==> src/rtl/core/sff_pkg.sv <==
// sff_pkg: shared types, widths, reset constants and table builders
// for the stribeck friction feedforward block; no dependencies
`default_nettype none

package sff_pkg;

    // table geometry default
    localparam int TABLE_ADDR_BITS_DEF = 10;

    // datapath widths
    localparam int MAG_W   = 17;               // |v|, up to 32768
    localparam int RECIP_W = 21;               // round(2^20 / d), up to 2^20
    localparam int RATIO_W = MAG_W + RECIP_W;  // |v| * recip
    localparam int LOG_W   = 16;
    localparam int EXP_W   = 33;               // 2^f with 32 fractional bits
    localparam int TANH_W  = 17;               // 65536 means 1
    localparam int QUO_W   = 17;               // blend, 65536 means 1
    localparam int DIV_W   = 50;               // blend divider operands
    localparam int PROD_W  = 36;               // k * log2(r)
    localparam int OUT_MAX = 4095;

    // configuration register indexes
    localparam logic [1:0] CFG_VS  = 2'd0;
    localparam logic [1:0] CFG_K   = 2'd1;
    localparam logic [1:0] CFG_EPS = 2'd2;

    localparam int VS_RST  = 184;
    localparam int K_RST   = 1600;
    localparam int EPS_RST = 123;
    localparam int RECIP_VS_RST  = ((1 << 20) + VS_RST / 2) / VS_RST;
    localparam int RECIP_EPS_RST = ((1 << 20) + EPS_RST / 2) / EPS_RST;

    localparam logic [63:0] ONE_Q32   = 64'h0000_0001_0000_0000;
    localparam logic [63:0] LN2_Q32   = 64'd2977044472;
    localparam logic [63:0] LOG2E_Q32 = 64'd6196328019;

    typedef enum logic [1:0] {
        TBL_LOG2,
        TBL_EXP2,
        TBL_TANH
    } t_tbl_kind;

    // reciprocal unit status
    typedef struct packed {
        logic busy;
        logic done;
    } t_recip_stat;

    // item data that rides along the pipeline
    typedef struct packed {
        logic              neg;
        logic              zero;
        logic              bzero;
        logic [11:0]       ic;
        logic [11:0]       is;
        logic [TANH_W-1:0] th;
    } t_side;

    // unsigned 64-bit quotient by shift and subtract, table building only
    function automatic logic [63:0] udiv64(logic [63:0] num, logic [63:0] den);
        logic [64:0] rem;
        logic [63:0] quo;
        rem = '0;
        quo = '0;
        for (int i = 63; i >= 0; i--) begin
            rem = {rem[63:0], num[i]};
            if (rem >= {1'b0, den}) begin
                rem    = rem - {1'b0, den};
                quo[i] = 1'b1;
            end
        end
        return quo;
    endfunction

    // 2^t for t in [0,1), 32 fractional bits in and out
    function automatic logic [63:0] exp2_q32(logic [63:0] t);
        logic [63:0] s;
        logic [63:0] sum;
        logic [63:0] term;
        s    = ((t & 64'hFFFF_FFFF) * LN2_Q32) >> 32;
        sum  = ONE_Q32;
        term = ONE_Q32;
        for (int n = 1; n <= 24; n++) begin
            term = udiv64((term * s) >> 32, 64'(n));
            sum  = sum + term;
        end
        return sum;
    endfunction

    // log2(1 + idx/2^ab), 16 fractional bits, by repeated squaring
    function automatic logic [63:0] log2_entry(logic [63:0] idx, int ab);
        logic [63:0] x;
        logic [63:0] res;
        x   = (64'd1 << 30) + ((idx & ((64'd1 << ab) - 64'd1)) << (30 - ab));
        res = '0;
        for (int i = 0; i < 16; i++) begin
            x   = (x * x) >> 30;
            res = res << 1;
            if (x >= (64'd1 << 31)) begin
                res = res | 64'd1;
                x   = x >> 1;
            end
        end
        return res;
    endfunction

    // tanh(idx * 8 / 2^ab), 16 fractional bits
    function automatic logic [63:0] tanh_entry(logic [63:0] idx, int ab);
        logic [63:0] x20;
        logic [63:0] y;
        logic [63:0] yi;
        logic [63:0] yf;
        logic [63:0] z;
        x20 = (idx & ((64'd1 << ab) - 64'd1)) << (23 - ab);
        y   = (x20 * 64'd2 * LOG2E_Q32) >> 20;
        yi  = y >> 32;
        yf  = y & 64'hFFFF_FFFF;
        if (yf == 64'd0) begin
            z = ONE_Q32 >> yi;
        end else begin
            z = exp2_q32(ONE_Q32 - yf) >> (yi + 64'd1);
        end
        return udiv64(((ONE_Q32 - z) << 16) + ((ONE_Q32 + z) >> 1), ONE_Q32 + z);
    endfunction

    function automatic logic [63:0] rom_entry(t_tbl_kind kind, int idx, int ab);
        logic [63:0] v;
        case (kind)
            TBL_LOG2: v = log2_entry(64'(idx), ab);
            TBL_EXP2: v = exp2_q32(64'(idx) << (32 - ab));
            TBL_TANH: v = tanh_entry(64'(idx), ab);
            default:  v = '0;
        endcase
        return v;
    endfunction

endpackage

`default_nettype wire

==> src/rtl/core/sff_bdiv.sv <==
// sff_bdiv: pipelined restoring divider, one quotient bit per stage
// depends on sff_pkg for operand and quotient widths
`default_nettype none

module sff_bdiv import sff_pkg::*; (
    input  wire logic             i_clk,
    input  wire logic             i_en,
    input  wire logic [DIV_W-1:0] i_num,
    input  wire logic [DIV_W-1:0] i_den,
    output logic      [QUO_W-1:0] o_quo
);

    localparam int CMP_W = DIV_W + QUO_W;

    logic [DIV_W-1:0] r_rem [QUO_W];
    logic [DIV_W-1:0] r_den [QUO_W];
    logic [QUO_W-1:0] r_q   [QUO_W];

    for (genvar s = 0; s < QUO_W; s++) begin : g_stg
        localparam int SH = QUO_W - 1 - s;
        logic [DIV_W-1:0] rem_in;
        logic [DIV_W-1:0] den_in;
        logic [QUO_W-1:0] q_in;
        logic [CMP_W-1:0] dsh;
        logic             ge;

        if (s == 0) begin : g_first
            assign rem_in = i_num;
            assign den_in = i_den;
            assign q_in   = '0;
        end else begin : g_next
            assign rem_in = r_rem[s-1];
            assign den_in = r_den[s-1];
            assign q_in   = r_q[s-1];
        end

        assign dsh = CMP_W'(den_in) << SH;
        assign ge  = CMP_W'(rem_in) >= dsh;

        always_ff @(posedge i_clk) begin
            if (i_en) begin
                r_rem[s] <= ge ? DIV_W'(CMP_W'(rem_in) - dsh) : rem_in;
                r_den[s] <= den_in;
                r_q[s]   <= {q_in[QUO_W-2:0], ge};
            end
        end
    end

    assign o_quo = r_q[QUO_W-1];

endmodule

`default_nettype wire

==> config.mk <==
export PLATFORM = sky130hd
export DESIGN_NAME = sff_bdiv
export DESIGN_NICKNAME = d
export VERILOG_FILES = /design/src/rtl/core/sff_pkg.sv /design/src/rtl/core/sff_bdiv.sv
export SDC_FILE = /design/constraint.sdc
export NUM_CORES = 2
export LEC_CHECK = 0
export ABC_AREA = 0
export BUFFER_PORTS_ARGS = -buffer_cell sky130_fd_sc_hd__buf_2
export CAP_MARGIN = 40
export CELL_PAD_IN_SITES_DETAIL_PLACEMENT = 1
export CELL_PAD_IN_SITES_GLOBAL_PLACEMENT = 1
export CORE_MARGIN = 1
export CORE_UTILIZATION = 42
export DETAILED_ROUTE_END_ITERATION = 10
export PLACE_DENSITY_LB_ADDON = 0.1
export REMOVE_ABC_BUFFERS = 1
export SYNTH_ARGS = -nofsm -noshare
export SYNTH_HDL_FRONTEND = slang
export SYNTH_SLANG_ARGS = --single-unit
==> constraint.sdc <==
create_clock -name i_clk -period 4.5 [get_ports i_clk]
set_clock_uncertainty 0.15 [all_clocks]
set_input_delay 0.675 -clock i_clk [delete_from_list [all_inputs] [get_ports i_clk]]
set_output_delay 0.675 -clock i_clk [all_outputs]
set_load 0.02 [all_outputs]
==> impl_metrics.env <==
export IMPL_run_status="finished, final reports clean"
export IMPL_highest_layer="met4"
export IMPL_io_pins=119
export IMPL_cts_tree="done"
export IMPL_peakVddDrop_v=0.000409
export IMPL_finalMaxSlewViolations=0
export IMPL_num_nets_final=10300
export IMPL_die_area_sq_um=238000
export IMPL_crit_path_start_kind="register"
export IMPL_path_max_fanout=4
export IMPL_wl_met3_microns=5080
export IMPL_worstSkewPairLatency_ns=0.87
export IMPL_wl_met1_microns=90600
export IMPL_syn_avg_cell_area_sq_um=11.1
export IMPL_rsz0062_at_grt="false"
export IMPL_drt_iter0_markers=2750
export IMPL_dieWidth_microns=488
export IMPL_final_common_cell="edfxtp_1"
export IMPL_p_leak_nw=47.4
export IMPL_period_minus_slack_ns=4.45
export IMPL_routedWlPerCell_microns=19.8
export IMPL_grt_ovfl_total=0
export IMPL_synth_cell_types=102
export IMPL_gp_congestion=0.956
export IMPL_yosysSeqAreaShare_pct=53.1
export IMPL_synth_flop_cell="edfxtp_1"
export IMPL_worstHoldPathType="input port to register"
export IMPL_h_tree_depth=4
export IMPL_vias=68200
export IMPL_ys_warn_count=0
export IMPL_netSwitchingPower_w=0.0119
export IMPL_tightest_slew_ns=0.937
export IMPL_worstPathArrival_ns=4.92
export IMPL_syn_inst=8907
export IMPL_cts_sinks=1753
export IMPL_grt_pass1_wl_microns=395000
export IMPL_dpl_hpwl_microns=200000
export IMPL_p_comb_share_pct=17.9
export IMPL_fmax_mhz=225
export IMPL_drtAntennaViolNets=0
export IMPL_fin_crit_sh_pct=99.0
export IMPL_most_common_layout_cells="edfxtp_1, inv_1, nand2_1, o21ai_0, ha_1"
export IMPL_async_reset_ff_share_pct=0
export IMPL_grt_max_degree=138
export IMPL_r2r_start="r_rem[0][658]"
export IMPL_clk_path_buf_depth=3
export IMPL_r2r_slack_ns=0.05
export IMPL_drtPass1Iterations=5
export IMPL_wl_met2_microns=137000
export IMPL_antenna_found_initial=3
export IMPL_r2r_cells=14
export IMPL_critPathRequiredTime_ns=4.96
export IMPL_crit_path_start="r_rem[0][658]"
export IMPL_core_sq_um=234000
export IMPL_grt_pass1_vias=74400
export IMPL_die_h_microns=488
export IMPL_gr_usage_all_layers_pct=21.1
export IMPL_setup_tns_ns=0
export IMPL_worstSetupPathType="register to register"
export IMPL_end_kind="register"
export IMPL_power_density_nw_per_um2=385
export IMPL_fill_cells=24900
export IMPL_slowest_stage="a311oi_1"
export IMPL_clockRootBuffer="clkbuf_16"
export IMPL_seqPwrFrac_pct=45.2
export IMPL_wl_microns=253000
export IMPL_syn_area_sq_um=99100
export IMPL_r2r_end="r_rem[0][743]"
export IMPL_drive_gt1_share_pct=11.8
export IMPL_hold_viol_final=0
export IMPL_cp_endpoint="r_rem[0][743]"
export IMPL_slew_limit_headroom_pct=37.0
export IMPL_clk_pin_slew_ns=0.06
export IMPL_drt_vias_per_instance=5.34
export IMPL_synth_edff_count=1753
export IMPL_clock_power_share_pct=36.9
export IMPL_setup_violations_final=0
export IMPL_initial_utilization_pct=42.4
export IMPL_hold_ws_ns=0.182
export IMPL_syn_to_final_growth_pct=14.8
export IMPL_port_buffers=118
export IMPL_cp_cell_sequence="ha_1 > a21oi_1 > o22ai_1 > or3_1 > o21ai_1 > a31oi_1 > buf_4 > a41o_1 > a311oi_1 > o41ai_2 > buf_4 > a31oi_1 > xnor2_1 > mux2_4"
export IMPL_drc=0
export IMPL_cts_buffers_inserted=202
export IMPL_switching_share_pct=27.1
export IMPL_num_rows=177
export IMPL_ys_seq_elements=1753
export IMPL_critPathMaxStageDelay_ns=0.65
export IMPL_p_int_w=0.0319
export IMPL_drv_cap=0
registers in the layout, summed over array words and instances (netlist names):
register and cells:
r_q 153, r_rem 800, r_den 800
worst max-delay path: cells and delay by family, from the launching register on:
kind / cells / cell delay [ns]
adder cells (fa/ha/maj): 1 / 0.36
AO/OA/AOI/OAI: 8 / 2.24
flip-flops: 1 / 0.41
XOR/XNOR: 1 / 0.09
buffers and inverters: 2 / 0.39
multiplexers: 1 / 0.25
AND/OR/NAND/NOR: 1 / 0.31
per-stage QoR:
| step | instance area [sq um] | worst slack, ns | total power, W | instances | util, % |
|---|---|---|---|---|---|
| after floorplan | 98000 | -1.19 | 0.0251 | 8659 | - |
| after global placement | 106000 | -0.239 | 0.0276 | 12300 | 45.3 |
| after detailed placement | 106000 | -0.238 | 0.0278 | 12300 | 45.3 |
| after CTS | 114000 | 0.0340 | 0.0443 | 12800 | 48.6 |
| after global routing | 114000 | 0.0127 | 0.0458 | 12800 | 48.7 |
| final | 114000 | 0.0471 | 0.0438 | 12800 | 48.7 |
worst min-delay path by stage:
stage	start	end	slack (ns)	cells past startpoint
after floorplan	r_q[0][85]	r_q[0][103]	0.25	0
after global placement	r_q[0][248]	r_q[0][266]	0.25	0
after detailed placement	r_q[0][187]	r_q[0][205]	0.26	0
after CTS	i_en	r_rem[0][736]	0.12	1
after global routing	i_en	r_den[0][734]	0.15	1
final	i_en	r_rem[0][735]	0.18	1
power groups by stage:
stage          combinational, W  clock (W)  sequential, W
2_1_floorplan           0.00523          0         0.0198
3_3_place_gp            0.00753          0         0.0201
3_5_place_dp            0.00773          0         0.0201
4_1_cts                 0.00784     0.0167         0.0198
5_1_grt                 0.00866     0.0172         0.0199
6_report                0.00783     0.0162         0.0198
synth_stat cells, types with 93 or more instances:
master / count / area, sq um
clkbuf_1: 178 / 668
xor2_1: 265 / 2320
nor2b_1: 93 / 582
nand3_1: 154 / 771
nor3_1: 95 / 475
nand4_1: 108 / 676
xnor2_1: 328 / 2870
a21oi_1: 662 / 3310
o21bai_1: 99 / 743
a21o_1: 364 / 2730
inv_1: 885 / 3320
mux2_2: 201 / 2260
nand2_1: 831 / 3120
o21ai_0: 727 / 3640
edfxtp_1: 1753 / 52600
nor2_1: 344 / 1290
ha_1: 714 / 8930
what timing repair did:
item,in CTS,in global routing
pin swaps,0,5
hold buffers,100,0
hold endpoints to repair,100,0
endpoints found under the setup margin,5,187
resized for setup,3,22
buffers inserted,0,4
cloned,0,3
routing by layer:
| metal | up-vias | global-route usage (%) |
|---|---|---|
| met2 | 919 | 41.6 |
| met5 | - | 0 |
| met4 | 0 | 15.4 |
| met1 | 32900 | 19.9 |
| li1 | 33800 | - |
| met3 | 619 | 2.30 |
final cells by class:
type                            count  area, sq um  share of cell area [%]
Multi-Input combinational cell   6020        42300                    37.1
Clock buffer                      244         5210                    4.58
Antenna cell                        4         10.0                 0.00880
Timing Repair Buffer              610         4990                    4.39
Sequential cell                  1753        52600                    46.3
Clock inverter                    122         1390                    1.23
Tap cell                         3132         3920                    3.45
Inverter                          886         3330                    2.92
kinds of logic after synthesis:
family / share of synthesized area, %
muxes: 2.75
DFF: 53.1
AOI/OAI and AO/OA: 15.5
buffers and inverters: 4.47
xor gates and xnor gates: 5.24
adders and majority gates: 9.34
and+or+nand+nor: 9.59
Power figures use the tool's default switching activity.
