===== src/rtl/core/sff_pkg.sv =====
// sff_pkg: shared types, widths, reset constants and table builders
// for the stribeck friction feedforward block; no dependencies
`default_nettype none

package sff_pkg;

    // table geometry default
    localparam int TABLE_ADDR_BITS_DEF = 10;

    // datapath widths
    localparam int MAG_W   = 17;               // |v|, up to 32768
    localparam int RECIP_W = 21;               // round(2^20 / d), up to 2^20
    localparam int RATIO_W = MAG_W + RECIP_W;  // |v| * recip
    localparam int LOG_W   = 16;
    localparam int EXP_W   = 33;               // 2^f with 32 fractional bits
    localparam int TANH_W  = 17;               // 65536 means 1
    localparam int QUO_W   = 17;               // blend, 65536 means 1
    localparam int DIV_W   = 50;               // blend divider operands
    localparam int PROD_W  = 36;               // k * log2(r)
    localparam int OUT_MAX = 4095;

    // configuration register indexes
    localparam logic [1:0] CFG_VS  = 2'd0;
    localparam logic [1:0] CFG_K   = 2'd1;
    localparam logic [1:0] CFG_EPS = 2'd2;

    localparam int VS_RST  = 184;
    localparam int K_RST   = 1600;
    localparam int EPS_RST = 123;
    localparam int RECIP_VS_RST  = ((1 << 20) + VS_RST / 2) / VS_RST;
    localparam int RECIP_EPS_RST = ((1 << 20) + EPS_RST / 2) / EPS_RST;

    localparam logic [63:0] ONE_Q32   = 64'h0000_0001_0000_0000;
    localparam logic [63:0] LN2_Q32   = 64'd2977044472;
    localparam logic [63:0] LOG2E_Q32 = 64'd6196328019;

    typedef enum logic [1:0] {
        TBL_LOG2,
        TBL_EXP2,
        TBL_TANH
    } t_tbl_kind;

    // reciprocal unit status
    typedef struct packed {
        logic busy;
        logic done;
    } t_recip_stat;

    // item data that rides along the pipeline
    typedef struct packed {
        logic              neg;
        logic              zero;
        logic              bzero;
        logic [11:0]       ic;
        logic [11:0]       is;
        logic [TANH_W-1:0] th;
    } t_side;

    // unsigned 64-bit quotient by shift and subtract, table building only
    function automatic logic [63:0] udiv64(logic [63:0] num, logic [63:0] den);
        logic [64:0] rem;
        logic [63:0] quo;
        rem = '0;
        quo = '0;
        for (int i = 63; i >= 0; i--) begin
            rem = {rem[63:0], num[i]};
            if (rem >= {1'b0, den}) begin
                rem    = rem - {1'b0, den};
                quo[i] = 1'b1;
            end
        end
        return quo;
    endfunction

    // 2^t for t in [0,1), 32 fractional bits in and out
    function automatic logic [63:0] exp2_q32(logic [63:0] t);
        logic [63:0] s;
        logic [63:0] sum;
        logic [63:0] term;
        s    = ((t & 64'hFFFF_FFFF) * LN2_Q32) >> 32;
        sum  = ONE_Q32;
        term = ONE_Q32;
        for (int n = 1; n <= 24; n++) begin
            term = udiv64((term * s) >> 32, 64'(n));
            sum  = sum + term;
        end
        return sum;
    endfunction

    // log2(1 + idx/2^ab), 16 fractional bits, by repeated squaring
    function automatic logic [63:0] log2_entry(logic [63:0] idx, int ab);
        logic [63:0] x;
        logic [63:0] res;
        x   = (64'd1 << 30) + ((idx & ((64'd1 << ab) - 64'd1)) << (30 - ab));
        res = '0;
        for (int i = 0; i < 16; i++) begin
            x   = (x * x) >> 30;
            res = res << 1;
            if (x >= (64'd1 << 31)) begin
                res = res | 64'd1;
                x   = x >> 1;
            end
        end
        return res;
    endfunction

    // tanh(idx * 8 / 2^ab), 16 fractional bits
    function automatic logic [63:0] tanh_entry(logic [63:0] idx, int ab);
        logic [63:0] x20;
        logic [63:0] y;
        logic [63:0] yi;
        logic [63:0] yf;
        logic [63:0] z;
        x20 = (idx & ((64'd1 << ab) - 64'd1)) << (23 - ab);
        y   = (x20 * 64'd2 * LOG2E_Q32) >> 20;
        yi  = y >> 32;
        yf  = y & 64'hFFFF_FFFF;
        if (yf == 64'd0) begin
            z = ONE_Q32 >> yi;
        end else begin
            z = exp2_q32(ONE_Q32 - yf) >> (yi + 64'd1);
        end
        return udiv64(((ONE_Q32 - z) << 16) + ((ONE_Q32 + z) >> 1), ONE_Q32 + z);
    endfunction

    function automatic logic [63:0] rom_entry(t_tbl_kind kind, int idx, int ab);
        logic [63:0] v;
        case (kind)
            TBL_LOG2: v = log2_entry(64'(idx), ab);
            TBL_EXP2: v = exp2_q32(64'(idx) << (32 - ab));
            TBL_TANH: v = tanh_entry(64'(idx), ab);
            default:  v = '0;
        endcase
        return v;
    endfunction

endpackage

`default_nettype wire


===== src/rtl/core/sff_recip.sv =====
// sff_recip: bit-serial round(2^20 / d) for register writes
// depends on sff_pkg for widths and the status struct
`default_nettype none

module sff_recip import sff_pkg::*; (
    input  wire logic               i_clk,
    input  wire logic               i_rst_n,
    input  wire logic               i_start,
    input  wire logic [11:0]        i_value,
    output t_recip_stat             o_stat,
    output logic      [RECIP_W-1:0] o_quo
);

    localparam int CNT_W = $clog2(RECIP_W + 1);

    logic               r_busy, n_busy;
    logic               r_done, n_done;
    logic [CNT_W-1:0]   r_cnt, n_cnt;
    logic [RECIP_W-1:0] r_num, n_num;
    logic [RECIP_W-1:0] r_quo, n_quo;
    logic [11:0]        r_den, n_den;
    logic [11:0]        r_rem, n_rem;
    logic [12:0]        trial;
    logic               ge;
    logic [11:0]        den_c;

    always_comb begin
        den_c  = (i_value == 12'd0) ? 12'd1 : i_value;
        trial  = {r_rem, r_num[RECIP_W-1]};
        ge     = trial >= {1'b0, r_den};
        n_busy = r_busy;
        n_done = 1'b0;
        n_cnt  = r_cnt;
        n_num  = r_num;
        n_quo  = r_quo;
        n_den  = r_den;
        n_rem  = r_rem;
        if (i_start) begin
            n_busy = 1'b1;
            n_cnt  = CNT_W'(RECIP_W);
            n_num  = (RECIP_W'(1) << 20) + RECIP_W'(den_c >> 1);
            n_den  = den_c;
            n_rem  = '0;
            n_quo  = '0;
        end else if (r_busy) begin
            n_rem = ge ? 12'(trial - {1'b0, r_den}) : trial[11:0];
            n_quo = {r_quo[RECIP_W-2:0], ge};
            n_num = r_num << 1;
            n_cnt = r_cnt - CNT_W'(1);
            if (r_cnt == CNT_W'(1)) begin
                n_busy = 1'b0;
                n_done = 1'b1;
            end
        end
    end

    always_ff @(posedge i_clk) begin
        if (!i_rst_n) begin
            r_busy <= 1'b0;
            r_done <= 1'b0;
            r_cnt  <= '0;
        end else begin
            r_busy <= n_busy;
            r_done <= n_done;
            r_cnt  <= n_cnt;
        end
        r_num <= n_num;
        r_quo <= n_quo;
        r_den <= n_den;
        r_rem <= n_rem;
    end

    assign o_stat.busy = r_busy;
    assign o_stat.done = r_done;
    assign o_quo       = r_quo;

endmodule

`default_nettype wire


===== config.mk =====
export PLATFORM = sky130hd
export DESIGN_NAME = sff_recip
export DESIGN_NICKNAME = d
export VERILOG_FILES = /design/src/rtl/core/sff_pkg.sv /design/src/rtl/core/sff_recip.sv
export SDC_FILE = /design/constraint.sdc
export NUM_CORES = 1
export LEC_CHECK = 0
export BUFFER_PORTS_ARGS = -buffer_cell sky130_fd_sc_hd__clkbuf_2
export CAP_MARGIN = 0
export CORE_UTILIZATION = 60
export CTS_CLUSTER_DIAMETER = 30
export DETAILED_ROUTE_END_ITERATION = 12
export PLACE_DENSITY = 0.81
export SYNTH_ARGS = -nofsm -noshare
export SYNTH_HDL_FRONTEND = slang
export SYNTH_SLANG_ARGS = --single-unit

===== constraint.sdc =====
create_clock -name i_clk -period 6.89 [get_ports i_clk]
set_input_delay 1.378 -clock i_clk [delete_from_list [all_inputs] [get_ports i_clk]]
set_output_delay 1.378 -clock i_clk [all_outputs]
set_load 0.05 [all_outputs]

==> qor.yml, run 1 <==
drtAntennaViolNets: 0
rsz0062_at_grt: "no"
vias_per_cell: 5.59
clock_latency_ns: 0.35
rows: 27
final-hold-violation-count: 0
gp_congestion: 0.761
grt_pass1_vias: 2226
period_needed_ns: 3.18
dp_hpwl_mm: 4.34
postCtsHoldBufs: 0
avgSynthCellArea_um2: 11.0
worst-path-buf-inv: 1
clk_pin_slew_ns: 0.08
slew_headroom_pct: 30.3
drtIter0Drc: 297
critPathLaunchType: "register"
area_growth_pct: 10.5
synth_ff_type: "dfxtp_1"
drt_wl_total_mm: 6.38
drive_gt1_share_pct: 22.8
synth_enable_flop_cells: 33
syn_nets: 354
post_cts_resized: 0
setup_violations: 0
die_x_um: 78.9
yosysSeqAreaShare_pct: 50.5
syn_inst: 324
cp_slowest_stage_delay_ns: 1.03
port_buffers: 37
drv_slew: 0
tns_ns: 0
outcome: "finished clean"
antenna_found_initial: 0
synthesis.area_um2: 3550
cts_tree: "done"
cts_buffer_depth: 2
tightest_slew_ns: 1.05
cp_max_fo: 48
async_flop_share_pct: 0
overflow: 0
cts_root_buf: "clkbuf_8"
max_freq_mhz: 314
finalNetCount: 376
ys_ff_latch: 73
cp.required_ns: 5.51
postCtsSetupBuffers: 0
min_path_type: "register to register"
dieArea_um2: 6230
p_leak_nw: 1.64
critPathSlowestCell: "dfxtp_2"
drt_pass1_iterations: 4
grt_pass1_wl_mm: 10.9
finClkSkew_ns: 0.0113
ctsHtreeMaxLevel: 3
ioPinCount: 38
arrival_ns: 1.81
cap_violations: 0
crit_path_end_kind: "output port"
n_antenna_cell: 0
synth.distinct_cells: 54
track_usage_pct: 23.5
final_cell_mix: "39 x dfxtp_1, 37 x clkbuf_2, 36 x nor2_1"
path_cells: "clkbuf_2"
die_h_um: 78.9
peakVddDrop_v: 0.000210
start_util_pct: 63.3
drc: 0
power.total_mw: 1.04
wire_per_inst_um: 15.1
cts_made_buffers: 9
critPathKind: "register to output port"
clkSinkCount: 73
p_per_area_nw_per_um2: 264
finalCritPeriodShare_pct: 46.2
vias: 2365
finalHoldWorstSlack_ns: 0.498
final_common_cell: "dfxtp_1"
synth_warnings: 0
grt_max_degree: 73
cpLargestDelayFamily: "flip-flops"
fp.coreArea_um2: 5610
==> state kept, by name (all words and copies together), names as in the netlist <==
| signal | flops |
|---|---|
| r_busy | 1 |
| o_quo | 21 |
| r_cnt | 5 |
| r_rem | 12 |
| r_done | 1 |
| r_den | 12 |
| r_num | 21 |
==> area by class of cell <==
class	instances	area [µm²]
Tap cell	72	90.1
Fill cell	412	1680
Timing Repair Buffer	38	193
Clock buffer	10	128
Multi-Input combinational cell	205	1570
Sequential cell	73	1790
Inverter	19	71.3
Clock inverter	6	82.6
==> per-layer routing <==
layer	up-vias	share of wire (%)	wire length [µm]	track usage (%)
met5	-	0	0	0
met4	0	1.5	97	8.91
met3	9	4.5	285	7.24
met2	44	47	2970	33.8
met1	1117	47	3020	33.2
li1	1195	-	-	-
==> worst paths after layout <==
path | startpoint | endpoint | slack (ns) | cells past startpoint
max reg2reg | r_busy | r_num[6] | 4.23 | 2
min | r_num[19] | r_num[20] | 0.50 | 1
max | r_busy | o_stat[1] | 3.71 | 1
min reg2reg | r_num[19] | r_num[20] | 0.50 | 1
==> report_power, final <==
part | switching (mW) | internal (mW) | total [mW] | leakage [nW]
Sequential | 0.0205 | 0.484 | 0.505 | 0.660
Clock | 0.153 | 0.202 | 0.355 | 0.108
Combinational | 0.101 | 0.0761 | 0.177 | 0.868
Total | 0.274 | 0.762 | 1.04 | 1.64
==> logic make-up (layout without fill, tap and decap cells) <==
| family | Yosys count | count (layout) | share of synthesized area (%) |
|---|---|---|---|
| adder cells (fa/ha/maj) | 15 | 15 | 5.50 |
| XOR/XNOR | 13 | 13 | 3.21 |
| flip-flops | 73 | 73 | 50.5 |
| AO/OA/AOI/OAI | 50 | 50 | 11.8 |
| AND/OR/NAND/NOR | 92 | 92 | 13.4 |
| multiplexers | 35 | 35 | 10.2 |
| buffers and inverters | 46 | 73 | 5.39 |
==> stage by stage <==
step | worst slack (ns) | cells | instance area (µm²) | utilization [%]
floorplan | 4.59 | 324 | 3550 | -
global placement | 3.51 | 407 | 3710 | 66.2
detailed placement | 3.46 | 407 | 3710 | 66.2
CTS | 3.69 | 423 | 3930 | 70.0
global route | 3.58 | 423 | 3930 | 70.0
finish | 3.71 | 423 | 3930 | 70.0
==> Yosys cell counts, drive strengths merged, types with 6 or more instances <==
master  number  share of area, %
dfxtp       40                23
nor2        38               4.2
edfxtp      33                28
mux2i       25               7.0
clkbuf      20               2.1
inv         19               2.0
ha          14               4.9
a211oi      11               2.3
nor2b       11               1.9
mux2        10               3.2
nand2       10               1.1
xnor2        9               2.2
nor3         8               1.1
a21oi        7               1.3
buf          7               1.3
o21ai        7              0.99
nor4         6               1.4
Note: power is estimated with default switching activity, not from simulation.
==> inputs of run 2 (changes only) <==
--- a/config.mk
+++ b/config.mk
@@ -5,12 +5,13 @@
 export SDC_FILE = /design/constraint.sdc
 export NUM_CORES = 1
 export LEC_CHECK = 0
+export ABC_AREA = 1
 export BUFFER_PORTS_ARGS = -buffer_cell sky130_fd_sc_hd__clkbuf_2
 export CAP_MARGIN = 0
-export CORE_UTILIZATION = 60
+export CORE_UTILIZATION = 59
 export CTS_CLUSTER_DIAMETER = 30
 export DETAILED_ROUTE_END_ITERATION = 12
-export PLACE_DENSITY = 0.81
+export PLACE_DENSITY = 0.8
 export SYNTH_ARGS = -nofsm -noshare
 export SYNTH_HDL_FRONTEND = slang
 export SYNTH_SLANG_ARGS = --single-unit
==> constraint.sdc (replaced) <==
create_clock -name i_clk -period 3.1 [get_ports i_clk]
set_input_delay 0.62 -clock i_clk [delete_from_list [all_inputs] [get_ports i_clk]]
set_output_delay 0.62 -clock i_clk [all_outputs]
set_load 0.05 [all_outputs]
==> run 2 against run 1 <==
Clock-buffer cell count grew 2; die area grew 5.6%; core utilization shrank 2.5 points; area after synthesis grew 4.0%; sequential share of layout area shrank 1.3 points; critical path type is now register to register; largest power group unchanged.
==> qor.yml, run 2 <==
outcome: "finished clean"
detailed_place.area_um2: 3860
synth.distinct_cells: 33
met2_length_mm: 3.34
finClkSkew_ns: 0.0106
arrival_ns: 2.33
postCtsHoldBufs: 0
n_antenna_cell: 0
fin_ws_ns: 0.972
period_needed_ns: 2.13
cts_buffer_depth: 2
final_common_cell: "nand2_1"
grt_pass1_vias: 2683
min_path_type: "register to register"
slew_headroom_pct: 61.3
dp_slack_ns: 0.968
clk_pin_slew_ns: 0.08
syn_inst: 473
hold_start: "o_quo[20]"
yosysTopAreaCellShare_pct: 26.8
final-hold-violation-count: 0
ctsHtreeMaxLevel: 3
fin_cells: 579
finalCritPeriodShare_pct: 68.6
drtAntennaViolNets: 0
die_h_um: 81.1
drc: 0
dieArea_um2: 6580
cts_made_buffers: 9
min_path_cells: 2
dp_cells: 563
yosysTopAreaCell: "edfxtp_1"
final_util_pct: 67.5
dr_wl_met3_um: 293
intPower_mw: 1.46
r2r_end: "r_rem[5]"
vias: 2957
r2r_slack_ns: 0.97
vias_per_cell: 5.11
synth_most_common_cell: "nand2_1"
antenna_found_initial: 0
cts_root_buf: "clkbuf_8"
drive_gt1_share_pct: 12.9
ys_ff_latch: 73
ioPinCount: 38
p_leak_nw: 1.95
clockPowerShare_pct: 33.5
critPathLaunchType: "register"
switching_share_pct: 25.1
cp.required_ns: 3.31
finalNetCount: 529
p_sw_mw: 0.490
r2r-start: "r_den[2]"
wire_per_inst_um: 12.4
drtIter0Drc: 162
final_cell_mix: "121 x nand2_1, 92 x inv_1, 46 x nor2_1"
overflow: 0
synth_ff_type: "dfxtp_1"
power_frac_comb_pct: 11.2
highest-signal-layer: "met4"
critPathKind: "register to register"
rsz0062_at_grt: "no"
fp.coreArea_um2: 5990
die_x_um: 81.1
drt_wl_total_mm: 7.17
start_util_pct: 61.7
clock_latency_ns: 0.33
rows: 28
area_growth_pct: 9.42
power_frac_seq_pct: 55.4
synth_warnings: 0
syn_nets: 503
fillers: 503
drv_slew: 0
p_per_area_nw_per_um2: 484
dp_hpwl_mm: 5.43
synthesis.area_um2: 3690
yosys-top-cells-area: "edfxtp_1 27%, dfxtp_1 22%, nand2_1 12%"
synth_enable_flop_cells: 33
drt_pass1_iterations: 5
max_freq_mhz: 470
hold_end: "o_quo[20]"
port_buffers: 37
r2r_cells: 14
track_usage_pct: 24.1
fin_area_um2: 4040
crit_path_end_kind: "register"
drt-met1-wl_mm: 3.41
clkSinkCount: 73
gp_congestion: 0.887
setup_violations: 0
cp_max_fo: 21
yosysSeqAreaShare_pct: 48.5
async_flop_share_pct: 0
avgSynthCellArea_um2: 7.81
tns_ns: 0
cts_tree: "done"
cap_violations: 0
peakVddDrop_v: 0.000570
synth_common_cells: "121 x nand2_1, 92 x inv_1, 46 x nor2_1"
grt_pass1_wl_mm: 11.8
postCtsSetupBuffers: 0
tightest_slew_ns: 0.580
post_cts_resized: 0
grt_max_degree: 28
-- run 2: cell types whose count changed after synthesis, sizes merged, moves of 11 or more --
cell | previous run | this run
o22ai | 0 | 19
inv | 19 | 93
mux2i | 25 | 0
nand3 | 2 | 27
nand2 | 10 | 125
nor2b | 11 | 0
-- run 2: worst max path at each step --
stage / depth (start not counted) / slack [ns] / from / to
floorplan: 3 / 1.15 / i_start / r_num[0]
global placement: 14 / 1.01 / r_den[2] / r_rem[11]
detailed placement: 4 / 0.97 / i_start / r_num[11]
CTS: 14 / 0.96 / r_den[2] / r_rem[6]
global route: 14 / 0.73 / r_den[2] / r_rem[5]
finish: 14 / 0.97 / r_den[2] / r_rem[5]
-- run 2: power groups by stage --
stage | combinational (mW) | clock, mW | sequential, mW
finish | 0.219 | 0.654 | 1.08
global route | 0.247 | 0.716 | 1.09
CTS | 0.218 | 0.676 | 1.08
detailed placement | 0.215 | 0 | 1.10
global placement | 0.211 | 0 | 1.10
floorplan | 0.166 | 0 | 1.10
-- run 2: logic make-up (layout without fill, tap and decap cells) --
| logic type | Yosys count | count (layout) | share of synthesized area (%) |
|---|---|---|---|
| AOI/OAI and AO/OA | 41 | 41 | 6.71 |
| xor gates and xnor gates | 3 | 3 | 0.712 |
| adders and majority gates | 15 | 15 | 5.28 |
| and+or+nand+nor | 221 | 221 | 25.1 |
| DFF | 73 | 73 | 48.5 |
| buffers and inverters | 120 | 151 | 13.7 |
-- run 2: metal layers --
layer / track usage, % / up-vias
met4: 9.82 / 0
li1: - / 1533
met5: 0 / -
met1: 32.4 / 1359
met2: 37.6 / 56
met3: 5.39 / 9
-- run 2: worst max-delay path: stages, from the launching register on --
cell      delay [ns]
edfxtp_1        0.33
inv_1           0.05
ha_1            0.37
nand2_1         0.09
nand2_1         0.06
inv_1           0.06
nand2_2         0.08
nand2_2         0.08
nand2_2         0.06
nand2_1         0.08
nand3_2         0.33
nand3_1         0.21
nand2_1         0.06
nor2_1          0.09
nor2_1          0.04
-- run 2: stage by stage --
stage	hold slack, ns	power [mW]
2_1_floorplan	0.447	1.26
3_3_place_gp	0.470	1.31
3_5_place_dp	0.467	1.32
4_1_cts	0.486	1.98
5_1_grt	0.484	2.05
6_report	0.482	1.95
-- run 2: cell type report --
class,instances,area [µm²],share of cell area [%]
Sequential cell,73,1790,44.3
Multi-Input combinational cell,280,1400,34.6
Inverter,95,357,8.82
Timing Repair Buffer,40,220,5.45
Clock buffer,12,155,3.84
Tap cell,75,93.8,2.32
Clock inverter,4,26.3,0.650
==> inputs of run 3 (changes only) <==
--- a/config.mk
+++ b/config.mk
@@ -8,10 +8,10 @@
 export ABC_AREA = 1
 export BUFFER_PORTS_ARGS = -buffer_cell sky130_fd_sc_hd__clkbuf_2
 export CAP_MARGIN = 0
-export CORE_UTILIZATION = 59
+export CORE_UTILIZATION = 53
 export CTS_CLUSTER_DIAMETER = 30
 export DETAILED_ROUTE_END_ITERATION = 12
-export PLACE_DENSITY = 0.8
+export PLACE_DENSITY = 0.76
 export SYNTH_ARGS = -nofsm -noshare
 export SYNTH_HDL_FRONTEND = slang
 export SYNTH_SLANG_ARGS = --single-unit
==> constraint.sdc (replaced) <==
create_clock -name i_clk -period 1.95 [get_ports i_clk]
set_input_delay 0.39 -clock i_clk [delete_from_list [all_inputs] [get_ports i_clk]]
set_output_delay 0.39 -clock i_clk [all_outputs]
set_load 0.05 [all_outputs]
==> run 3 against run 2 <==
Sequential power rose by 59%; total power rose by 67%; sequential share of layout area fell by 3.0 points; core utilization fell by 3.4 points; non-clock buffer count rose by 14; die area rose by 11%; clock power rose by 73%; cell count rose by 3.3%; critical endpoint is now r_rem[8]; highest routed layer unchanged.
==> qor.yml, run 3 (same netlist as run 2, synthesis figures left out) <==
gp_congestion: 0.864
finalNetCount: 543
dp_cells: 577
cts_made_buffers: 9
r2r_end: "r_rem[8]"
cap_violations: 0
cp-endpoint: "r_rem[8]"
drt_wl_total_mm: 7.80
vias: 3064
port_buffers: 37
slew_headroom_pct: 67.4
finalCritPeriodShare_pct: 95.4
setup_violations: 0
cts_root_buf: "clkbuf_8"
cts_tree: "done"
detailed_place.area_um2: 3920
max_freq_mhz: 537
fin_ws_ns: 0.0888
power_frac_seq_pct: 52.8
vias_per_cell: 5.12
arrival_ns: 2.08
fin_area_um2: 4330
drtAntennaViolNets: 0
dieArea_um2: 7310
track_usage_pct: 21.8
die_x_um: 85.5
intPower_mw: 2.43
critPathLaunchType: "register"
tns_ns: 0
area_growth_pct: 17.2
grt_pass1_vias: 2789
clk_pin_slew_ns: 0.08
dp_slack_ns: 0.0217
critPathKind: "register to register"
ctsHtreeMaxLevel: 3
peakVddDrop_v: 0.000551
grt_pass1_wl_mm: 12.4
finClkSkew_ns: 0.0125
p_leak_nw: 2.02
r2r-start: "r_num[20]"
clockPowerShare_pct: 34.5
clock_latency_ns: 0.34
n_antenna_cell: 0
final_cell_mix: "116 x nand2_1, 90 x inv_1, 43 x nor2_1"
fin_cells: 598
fp.coreArea_um2: 6760
cp_max_fo: 3
overflow: 0
ioPinCount: 38
wire_per_inst_um: 13.0
power.total_mw: 3.26
cts_buffer_depth: 2
hold_start: "i_value[9]"
r2r_slack_ns: 0.09
start_util_pct: 54.7
rows: 30
final_util_pct: 64.1
finalHoldWorstSlack_ns: 0.265
final_common_cell: "nand2_1"
drive_gt1_share_pct: 20.5
drv_slew: 0
r2r_cells: 13
crit_path_end_kind: "register"
dp_hpwl_mm: 5.36
tightest_slew_ns: 0.486
p_sw_mw: 0.832
drc: 0
outcome: "finished clean"
period_needed_ns: 1.86
switching_share_pct: 25.5
power_frac_comb_pct: 12.7
die_h_um: 85.5
drt_pass1_iterations: 4
postCtsHoldBufs: 0
startpoint: "r_num[20]"
cp.required_ns: 2.17
min_path_type: "primary input to register"
final-hold-violation-count: 0
clkSinkCount: 73
p_per_area_nw_per_um2: 754
grt_max_degree: 33
antenna_found_initial: 0
drtIter0Drc: 255
[run 3: cell types whose count changed in the layout (fill, tap and decap cells not counted), moves of 3 or more]
cell     before  now
nand2_1     121  116
nor2_1       46   43
ha_4          0    7
a21oi_1       6    3
nand2_2       4    9
ha_1         14    5
buf_4         2   15
[run 3: layout make-up]
type,count,area [µm²]
clock inverters,5,57.6
repair buffers,54,320
well taps,80,100
clock buffers,11,131
inverters,95,357
multi-input cells,280,1570
fillers,542,2430
flip-flops and latches,73,1790
[run 3: worst max-delay path: stages, from the launching register on]
cell and delay [ns]:
edfxtp_1 0.37, inv_1 0.07, ha_2 0.19, fa_2 0.37
inv_2 0.09, nand3_2 0.07, nand3_2 0.09, nand2_1 0.09
nand3_1 0.09, nand2_1 0.07, nand3_1 0.08, nand2_1 0.05
nor2_1 0.09, nor2_1 0.05
[run 3: timing repair]
action	CTS	global route
setup endpoints to repair	1	12
pin swaps	0	6
gates resized for setup	1	35
setup buffers	1	4
[run 3: routing by layer]
layer / wire length [µm] / global-route usage [%]
met2: 3710 / 34.7
met4: 118 / 10.0
met5: 0 / 0
met1: 3580 / 29.0
met3: 384 / 3.89
[run 3: worst min path at each step]
stage	depth (start not counted)	to	slack, ns
after floorplan	2	r_rem[1]	0.45
after global placement	2	o_quo[20]	0.45
after detailed placement	2	o_quo[20]	0.46
after CTS	1	r_den[9]	0.24
after global routing	1	r_den[9]	0.25
final	1	r_den[9]	0.27
[run 3: power groups by stage]
stage	registers, mW	logic, mW	clock network (mW)
after floorplan	1.74	0.264	0
after global placement	1.75	0.346	0
after detailed placement	1.75	0.351	0
after CTS	1.72	0.359	1.16
after global routing	1.73	0.458	1.23
final	1.72	0.416	1.13
